--- src/design/btb_ram.sv ---
// Generic single-port RAM with registered read data.
// No dependencies.
module btb_ram #(
	parameter int WIDTH = 8,
	parameter int DEPTH = 16
) (
	input  logic                     clk,
	input  logic                     we,
	input  logic [$clog2(DEPTH)-1:0] addr,
	input  logic [WIDTH-1:0]         wdata,
	output logic [WIDTH-1:0]         rdata
);
	logic [WIDTH-1:0] mem_q [DEPTH];

	always_ff @(posedge clk) begin
		if (we) mem_q[addr] <= wdata;
		rdata <= mem_q[addr];
	end
endmodule

--- config.mk ---
export PLATFORM = sky130hd
export DESIGN_NAME = btb_ram
export DESIGN_NICKNAME = d
export VERILOG_FILES = /design/src/design/btb_ram.sv
export SDC_FILE = /design/constraint.sdc
export NUM_CORES = 1
export LEC_CHECK = 0
export ABC_CLOCK_PERIOD_IN_PS = 2270
export BUFFER_PORTS_ARGS = -buffer_cell sky130_fd_sc_hd__buf_4
export CORE_ASPECT_RATIO = 0.5
export CORE_UTILIZATION = 60
export DETAILED_ROUTE_END_ITERATION = 10
export GPL_TIMING_DRIVEN = 0
export PLACE_DENSITY = 0.87
export SYNTH_ARGS = -nofsm -noshare
export SYNTH_HDL_FRONTEND = slang
export SYNTH_SLANG_ARGS = --single-unit
--- constraint.sdc ---
create_clock -name clk -period 2.27 [get_ports clk]
set_input_delay 0.227 -clock clk [delete_from_list [all_inputs] [get_ports clk]]
set_output_delay 0.227 -clock clk [all_outputs]
set_load 0.005 [all_outputs]
Word level (Yosys, flattened, before mapping)
Memory sizes are Yosys's and may differ from the RTL's. A register that Yosys moved wholly into a read port is not among the register bits.
Index checks and enable logic that the tools add are counted.
{"block": "totals", "n_memories": 1, "inputBits": 14, "mem_bits_ro": 0, "latchBits": 0, "ff_bits": 0, "ramBits": 128}
{"block": "op_classes", "n_mul": 0, "eq_ne": 0, "muxes": 2, "div_mod_pow": 0, "bitwise_logic": 0, "magnitude_cmp": 0, "n_addsub": 0, "n_reduce_logical": 0, "shift": 0}
{"name": "mem_q", "words": 16, "word_bits": 8, "rd": 1, "rd_clocked_by_memory_dff": 1, "write_ports": 1, "line": "13", "text": "logic [WIDTH-1:0] mem_q [DEPTH];"}
{"op": "$mux W1", "count": 2}

Logic depth before layout (Yosys ltp)
Gate-level depths: netlist (run 1).
{"block": "logic_depth", "ltp_word": 2, "mapped_depth": 5}

Worst setup path after synthesis (run 1)
Ideal clock, no wire load.
{"block": "synth_path", "kind": "input port to flip-flop", "from": "input addr[2]", "to": "memory mem_q[0][0] (enable)", "path_slack_ps": 550, "arrival_ps": 1337, "required_ps": 1887, "path_buffers": 0, "setup_time_ps": 383, "stages": 2, "cell_sequence": "or3b_2 -> nor3_1"}
{"item": "start, declared", "line": "9", "text": "input logic [$clog2(DEPTH)-1:0] addr,"}
{"item": "end, declared", "line": "13"}
No word-level cell before the write port.

Worst setup path in the final report (run 1)
{"block": "layout_path", "from": "input addr[2]", "to": "memory mem_q[0][1] (enable)"}
No word-level cell before the write port.

==> run summary, run 1 <==
clock sinks -> 136
Mapped Nets -> 244
ant diodes -> 0
fin. max-slew vios -> 0
largest net degree at the start of global routing -> 17
Setup TNS -> 0 ps
DP HPWL -> 6190 um
Residual DRC -> 0
Worst-path clk slew -> 60 ps
antenna viol nets, final -> 0
pwr dens -> 976 mW/mm^2
Die Wd -> 132 um
top_reg_cell synth -> edfxtp_1
Rows -> 23
Final Instance Count excl. Fillers -> 392
fraction of layout cells with a size suffix above 1 -> 30.4%
core box area -> 0.00809 mm^2
CP Cell Sequence -> buf_4 > or3b_2 > nor3_1
CTS tree -> yes
top-count cell post-synth -> edfxtp_1
CP max FO -> 8
Seq cells post-synth -> 136
leakage -> 0.00193 uW
die footprint -> 0.00884 mm^2
Port-buffer cells -> 19
Routed wire per std cell -> 27.6 um
top-area cell type share of the netlist area -> 75.9%
root buffer cell -> clkbuf_16
hold endpoint -> mem_q[2][5]
worst r2r src -> mem_q[11][2]
clock latency at the later pin of the worst-skew pair -> 410 ps
Max-cap violations -> 0
Critical Path Sink Type -> flop
CP arrival -> 1900 ps
drt initial violations -> 337
placed insts -> 361
Buf+Inv Stages, Crit Path -> 1
Crit Path Class -> primary input to flop
GR Overflow Total -> 0
fmax -> 532 MHz
delay-heaviest family, CP -> simple AND/OR/NAND/NOR gates
worst min-delay path startpoint -> wdata[5]
Yosys top cell by area -> edfxtp_1
post-CTS setup buffer count -> 0
commonest cells in the netlist -> edfxtp_1 (128), mux4_2 (32), a22oi_1 (16)
first-pass GRT wire length -> 15900 um
Final Hold Viols -> 0
EDFF count, synth -> 128
Post-CTS Hold Buffers -> 0
post-synthesis sequential area ratio -> 79.0%
RSZ-0062 raised after global routing -> false
synth top area cells -> edfxtp_1 (76%), mux4_2 (14%), dfxtp_1 (3.2%)
status -> finished, final reports clean
clock buffer depth -> 2
total wire length -> 10800 um
post_cts resized -> 0
Yosys cell types -> 18
hold depth -> 1
gr usage total -> 27.4%
vias in the first global route -> 2564
Post-Syn Area per Cell -> 22.0 um^2
synthesized instance count -> 230
FF-to-FF End -> rdata[2]
Relative slew margins -> 10.3%
r2r setup slk -> 820 ps
HP Class -> primary input to flop
Clock Skew -> 8.46 ps
drt pass-1 iters -> 5
period utilisation layout -> 82.7%
initial core utilization -> 62.7%
layout filler cell count -> 407
reg2reg path depth -> 3
post-synthesis cell area -> 0.00507 mm^2
Slew @ Worst Pin -> 1340 ps
CTS HTree Levels -> 4
initial antenna violation count -> 0
Yosys warning count -> 0
final setup violation count -> 0
Crit path required time -> 2290 ps
Final min period -> 1880 ps
Max VDD drop -> 0.650 mV
asr flop ratio synth -> 0%
I/O pins -> 22
Critical Path Slowest Stage Cell -> nor3_1
routed vias/inst -> 6.54
die height -> 67.0 um
via count -> 2564
Final #Nets -> 282
Max stage delay on crit path -> 1000 ps
Area Overhead vs Synth -> 16.9%
Worst setup SP type -> primary input
CTS buffer count -> 17
GPL Wtd Cong -> 0.865
-- per-layer routing --
layer	wire, um	GRT usage, %	up-vias
met5	0	0	-
met4	198	13.4	0
met3	955	8.98	23
met2	5430	44.3	165
met1	4250	34.2	1340
li1	-	-	1036
-- registers in the layout, indices dropped and copies added (netlist names) --
name	count
rdata	8
mem_q	128
-- per-stage QoR --
stage / hold slack, ps / util (%) / setup slack [ps] / cell area, um^2 / power (uW)
2_1_floorplan: 326 / - / 550 / 5070 / 3020
3_3_place_gp: 538 / 66.2 / 60.0 / 5350 / 3130
3_5_place_dp: 555 / 66.2 / 60.3 / 5350 / 3150
4_1_cts: 124 / 73.2 / 432 / 5920 / 5790
5_1_grt: 132 / 73.2 / 337 / 5920 / 5910
6_report: 146 / 73.2 / 392 / 5920 / 5780
-- logic make-up (layout without fill, tap and decap cells) --
| group | Yosys count | after routing | synth area share, % |
|---|---|---|---|
| AO/OA/AOI/OAI | 16 | 16 | 2.37 |
| buffers and inverters | 11 | 61 | 1.19 |
| flip-flops | 136 | 136 | 79.0 |
| multiplexers | 32 | 32 | 14.2 |
| AND/OR/NAND/NOR | 35 | 35 | 3.21 |
-- worst max path at each step --
stage / endpoint / slack (ps) / depth (start not counted) / from
floorplan: mem_q[0][0] / 550 / 2 / addr[2]
global placement: mem_q[0][7] / 60 / 3 / addr[2]
detailed placement: mem_q[0][0] / 60 / 3 / addr[2]
CTS: mem_q[0][7] / 430 / 3 / addr[2]
global route: mem_q[7][2] / 340 / 4 / addr[1]
finish: mem_q[0][1] / 390 / 3 / addr[2]
-- layout by cell type (no fill, tap or decap), types with 2 or more instances in the layout --
master | synthesis | final
buf_2 | 2 | 2
nand3b_1 | 2 | 2
nand2b_1 | 2 | 2
clkbuf_1 | 2 | 4
clkinv_2 | 0 | 4
nand2_1 | 9 | 9
buf_4 | 0 | 19
nor3_1 | 4 | 4
clkinvlp_4 | 0 | 2
a22oi_1 | 16 | 16
nor2b_1 | 2 | 2
clkbuf_8 | 0 | 3
edfxtp_1 | 128 | 128
nor2_1 | 13 | 13
dfxtp_1 | 8 | 8
buf_1 | 4 | 4
mux4_2 | 32 | 32
bufinv_16 | 0 | 2
buf_6 | 2 | 2
clkbuf_16 | 0 | 17
-- worst reg2reg max path: stages, from the launching register on --
cell,delay (ps)
edfxtp_1,380
mux4_2,500
a22oi_1,300
nand2_1,130
-- area by class of cell --
class                   instances  area (um^2)  share of cell area, %
multi-input cells              83         1000                   16.9
repair buffers                 19          143                   2.41
clock inverters                 9         98.8                   1.67
flip-flops and latches        136         4000                   67.6
plain buffers                  11         60.1                   1.01
clock buffers                  22          474                   8.01
well taps                     112          140                   2.37
-- power by group --
group | switching, uW | total, uW | internal [uW]
combinational | 165 | 285 | 120
sequential | 20.3 | 2830 | 2810
clock | 982 | 2670 | 1690
Note: power is estimated with default switching activity, not from simulation.
==> run 2, diff against run 1 <==
ABC_CLOCK_PERIOD_IN_PS = 1600   (was 2270)
CORE_UTILIZATION = 54   (was 60)
PLACE_DENSITY = 0.83   (was 0.87)
clock period = 1.6 ns   (was 2.27 ns; I/O delays follow)
==> run summary, run 2 (synthesis gave the netlist of run 1 again) <==
status -> complete, but fails checks
Biggest register -> mem_q
Final Hold Viols -> 0
Crit path required time -> 1630 ps
GR Overflow Total -> 0
CTS tree -> yes
gr usage total -> 22.6%
fmax -> 613 MHz
CTS HTree Levels -> 4
Port-buffer cells -> 19
routed vias/inst -> 6.37
Setup WS post-layout -> -31.0 ps
leakage -> 0.00192 uW
period utilisation layout -> 102%
Crit Path Class -> primary input to flop
Post-CTS Hold Buffers -> 0
die footprint -> 0.00980 mm^2
hold slack -> 81.7 ps
drt pass-1 iters -> 5
drt initial violations -> 333
metal1 wirelength -> 3960 um
Residual DRC -> 0
wire length on met3 -> 862 um
antenna viol nets, final -> 0
clock latency at the later pin of the worst-skew pair -> 410 ps
Worst-path clk slew -> 60 ps
final setup violation count -> 8
via count -> 2535
initial antenna violation count -> 0
failing checks -> negative setup slack
initial core utilization -> 57.0%
Relative slew margins -> 44.1%
vias in the first global route -> 2584
clock sinks -> 136
die height -> 70.5 um
Routed wire per std cell -> 25.2 um
CP arrival -> 1670 ps
fraction of layout cells with a size suffix above 1 -> 35.9%
layout filler cell count -> 512
ant diodes -> 0
top sig layer -> met4
area of the multi-input gates -> 0.00105 mm^2
first-pass GRT wire length -> 15200 um
GPL Wtd Cong -> 0.826
root buffer cell -> clkbuf_16
clock buffer depth -> 2
metal2 WL -> 4940 um
Rows -> 24
Slew @ Worst Pin -> 834 ps
Clock Skew -> 12.7 ps
Area Overhead vs Synth -> 17.3%
leading registers by flop count -> mem_q: 128 flops, rdata: 8 flops
largest net degree at the start of global routing -> 17
CTS buffer count -> 17
commonest non-fill, non-tap cells in the layout -> edfxtp_1 (128), mux4_2 (32), buf_4 (19)
Worst setup SP type -> primary input
Max-cap violations -> 0
pwr dens -> 1340 mW/mm^2
Critical Path Sink Type -> flop
Die Wd -> 139 um
most common cell after layout, fill and taps aside -> edfxtp_1
Final #Nets -> 282
Total Power -> 7950 uW
CP max FO -> 10
core box area -> 0.00889 mm^2
RSZ-0062 raised after global routing -> true
Final min period -> 1630 ps
max FFs per register -> 128
total wire length -> 10000 um
HP Class -> primary input to flop
FF+latch area -> 0.00400 mm^2
Max VDD drop -> 0.836 mV
I/O pins -> 22
post-CTS setup buffer count -> 0
fin. max-slew vios -> 0
DP HPWL -> 5870 um
run 2: cell types whose count changed in the layout (fill, tap and decap cells not counted), sizes merged:
cell	before	now
clkinv	5	8
clkinvlp	2	4
bufinv	2	1
buf	27	26
clkbuf	25	23
run 2: per-stage QoR:
stage / util [%] / std cells / setup TNS [ps] / setup slack, ps / cell area, um^2
3_5_place_dp: 60.3 / 366 / -54640 / -541 / 5360
4_1_cts: 66.5 / 398 / -9280 / -157 / 5910
5_1_grt: 66.9 / 398 / -2790 / -150 / 5950
3_3_place_gp: 60.3 / 366 / -47440 / -474 / 5360
2_1_floorplan: - / 230 / 0 / 1.89 / 5070
6_report: 66.9 / 398 / -214 / -31.0 / 5950
run 2: metal layers:
layer  up-vias  track usage, %
li1       1040               -
met1      1311            30.3
met2       152            35.7
met3        32            6.24
met4         0            9.38
met5         -               0
run 2: final timing paths:
check                           slack [ps]  cells past startpoint           to         start
worst max-delay path                   -30                      3  mem_q[5][4]       addr[0]
worst min-delay path                    80                      1  mem_q[8][6]      wdata[6]
worst max register to register         110                      3     rdata[4]  mem_q[11][4]
worst min register to register         700                      3     rdata[2]   mem_q[4][2]
run 2: final cells by class:
cell class                      count  share of cell area (%)
Sequential cell                   136                    67.3
Tap cell                          117                    2.46
Clock buffer                       19                    7.28
Clock inverter                     13                    1.81
Buffer                             11                    1.03
Timing Repair Buffer               19                    2.40
Multi-Input combinational cell     83                    17.7
run 2: repair_timing:
item                                    in CTS  in global routing
gates cloned                                 0                  0
resized for setup                            2                 12
endpoints found under the setup margin      88                120
run 2: power by group:
group | leakage, uW | total [uW] | internal, uW | switching, uW
Combinational | 0.000439 | 405 | 172 | 233
Sequential | 0.00122 | 4010 | 3980 | 22.9
Clock | 0.000258 | 3530 | 2120 | 1420
run 2: critical path: stages:
cell and delay (ps):
buf_1 520, nand2b_1 290, nor2_1 690
==> run 3, diff against run 2 <==
ABC_CLOCK_PERIOD_IN_PS = 1350   (was 1600)
CORE_UTILIZATION = 33   (was 54)
PLACE_DENSITY = 0.59   (was 0.83)
clock period = 1.35 ns   (was 1.6 ns; I/O delays follow)
==> run summary, run 3 (synthesis gave the netlist of run 1 again) <==
placed insts -> 447
Setup TNS -> -2440 ps
CP max FO -> 10
clock buffer depth -> 2
Die Wd -> 177 um
Post-CTS Hold Buffers -> 0
DP HPWL -> 6350 um
Worst setup SP type -> primary input
Biggest register -> mem_q
CTS HTree Levels -> 4
Slew @ Worst Pin -> 829 ps
fraction of layout cells with a size suffix above 1 -> 37.4%
Logic pwr share -> 4.9%
clock sinks -> 136
final setup violation count -> 40
area of the multi-input gates -> 0.00108 mm^2
post-CTS setup buffer count -> 0
HP Class -> primary input to flop
root buffer cell -> clkbuf_16
commonest non-fill, non-tap cells in the layout -> edfxtp_1 (128), mux4_2 (32), buf_4 (19)
FF+latch area -> 0.00400 mm^2
leading registers by flop count -> mem_q: 128 flops, rdata: 8 flops
fin. max-slew vios -> 0
core box area -> 0.0147 mm^2
status -> complete, but fails checks
antenna viol nets, final -> 0
most common cell after layout, fill and taps aside -> edfxtp_1
die footprint -> 0.0159 mm^2
pwr dens -> 1590 mW/mm^2
leakage -> 0.00194 uW
CTS tree -> yes
Port-buffer cells -> 19
Clock Skew -> 5.03 ps
Worst-path clk slew -> 50 ps
largest net degree at the start of global routing -> 17
initial antenna violation count -> 0
Setup WS post-layout -> -94.6 ps
Sw Pwr -> 1880 uW
Residual DRC -> 0
via count -> 2340
Final min period -> 1440 ps
die height -> 89.6 um
ant diodes -> 0
Final Hold Viols -> 0
Crit Path Class -> primary input to flop
GR Overflow Total -> 0
GPL Wtd Cong -> 0.731
Relative slew margins -> 44.4%
failing checks -> negative setup slack
CP arrival -> 1490 ps
Area Overhead vs Synth -> 20.5%
clock latency at the later pin of the worst-skew pair -> 410 ps
I/O pins -> 22
Critical Path Sink Type -> flop
drt pass-1 iters -> 4
gr usage total -> 13.6%
initial core utilization -> 34.4%
fmax -> 692 MHz
Crit path required time -> 1400 ps
first-pass GRT wire length -> 14500 um
Sequential Power Share -> 49.0%
Final Instance Count excl. Fillers -> 479
Int Power -> 7810 uW
Total Power -> 9690 uW
routed vias/inst -> 4.89
Final #Nets -> 282
Routed wire per std cell -> 20.7 um
drt initial violations -> 209
vias in the first global route -> 2411
Switching Fraction -> 19.4%
max FFs per register -> 128
Max-cap violations -> 0
total wire length -> 9930 um
Clk pwr share -> 46.1%
hold slack -> 32.2 ps
layout filler cell count -> 1297
CTS buffer count -> 17
Max VDD drop -> 1.04 mV
RSZ-0062 raised after global routing -> true
Rows -> 31
period utilisation layout -> 107%
## run 3: changes by cell type in the layout (fill, tap and decap cells not counted), sizes merged
cell / before / now
clkinv: 8 / 5
bufinv: 1 / 3
clkbuf: 23 / 25
clkinvlp: 4 / 2
buf: 26 / 27
## run 3: layer usage
layer	up-vias	wire, um	track usage [%]
met4	0	140	5.56
met2	56	4950	21.8
met3	12	492	4.92
met1	1229	4350	16.9
li1	1043	-	-
met5	-	0	0
## run 3: cell type report
cell class,count,share of cell area [%]
multi-input cells,83,17.7
repair buffers,19,2.34
well taps,198,4.06
clock buffers,22,7.27
clock inverters,10,2.09
plain buffers,11,1.02
flip-flops and latches,136,65.6
## run 3: final timing paths
check | startpoint | endpoint | slack [ps] | depth (start not counted)
min reg2reg | mem_q[6][0] | rdata[0] | 680 | 3
max reg2reg | mem_q[8][1] | rdata[1] | 50 | 3
max | addr[1] | mem_q[3][3] | -90 | 4
min | wdata[6] | mem_q[0][6] | 30 | 1
## run 3: critical path, stage by stage
cell and delay [ps]:
buf_2 270, buf_2 320, nand2_1 210, nor2_2 550
## run 3: power by group through the flow
stage / Sequential [uW] / Combinational (uW) / Clock [uW]
after detailed placement: 4840 / 466 / 0
after global placement: 4830 / 455 / 0
final: 4750 / 474 / 4470
after CTS: 4750 / 474 / 4520
after floorplan: 4830 / 251 / 0
after global routing: 4760 / 514 / 4690
## run 3: repair_timing
item,in CTS,in global routing
gates resized for setup,5,4
endpoints found under the setup margin,73,84
pin swaps,0,2
## run 3: stage by stage
| step | utilization (%) | instance area (um^2) | worst slack, ps |
|---|---|---|---|
| floorplan | - | 5100 | -172 |
| global placement | 37.3 | 5490 | -736 |
| detailed placement | 37.3 | 5490 | -714 |
| CTS | 41.3 | 6090 | -152 |
| global route | 41.4 | 6110 | -140 |
| finish | 41.4 | 6110 | -94.6 |
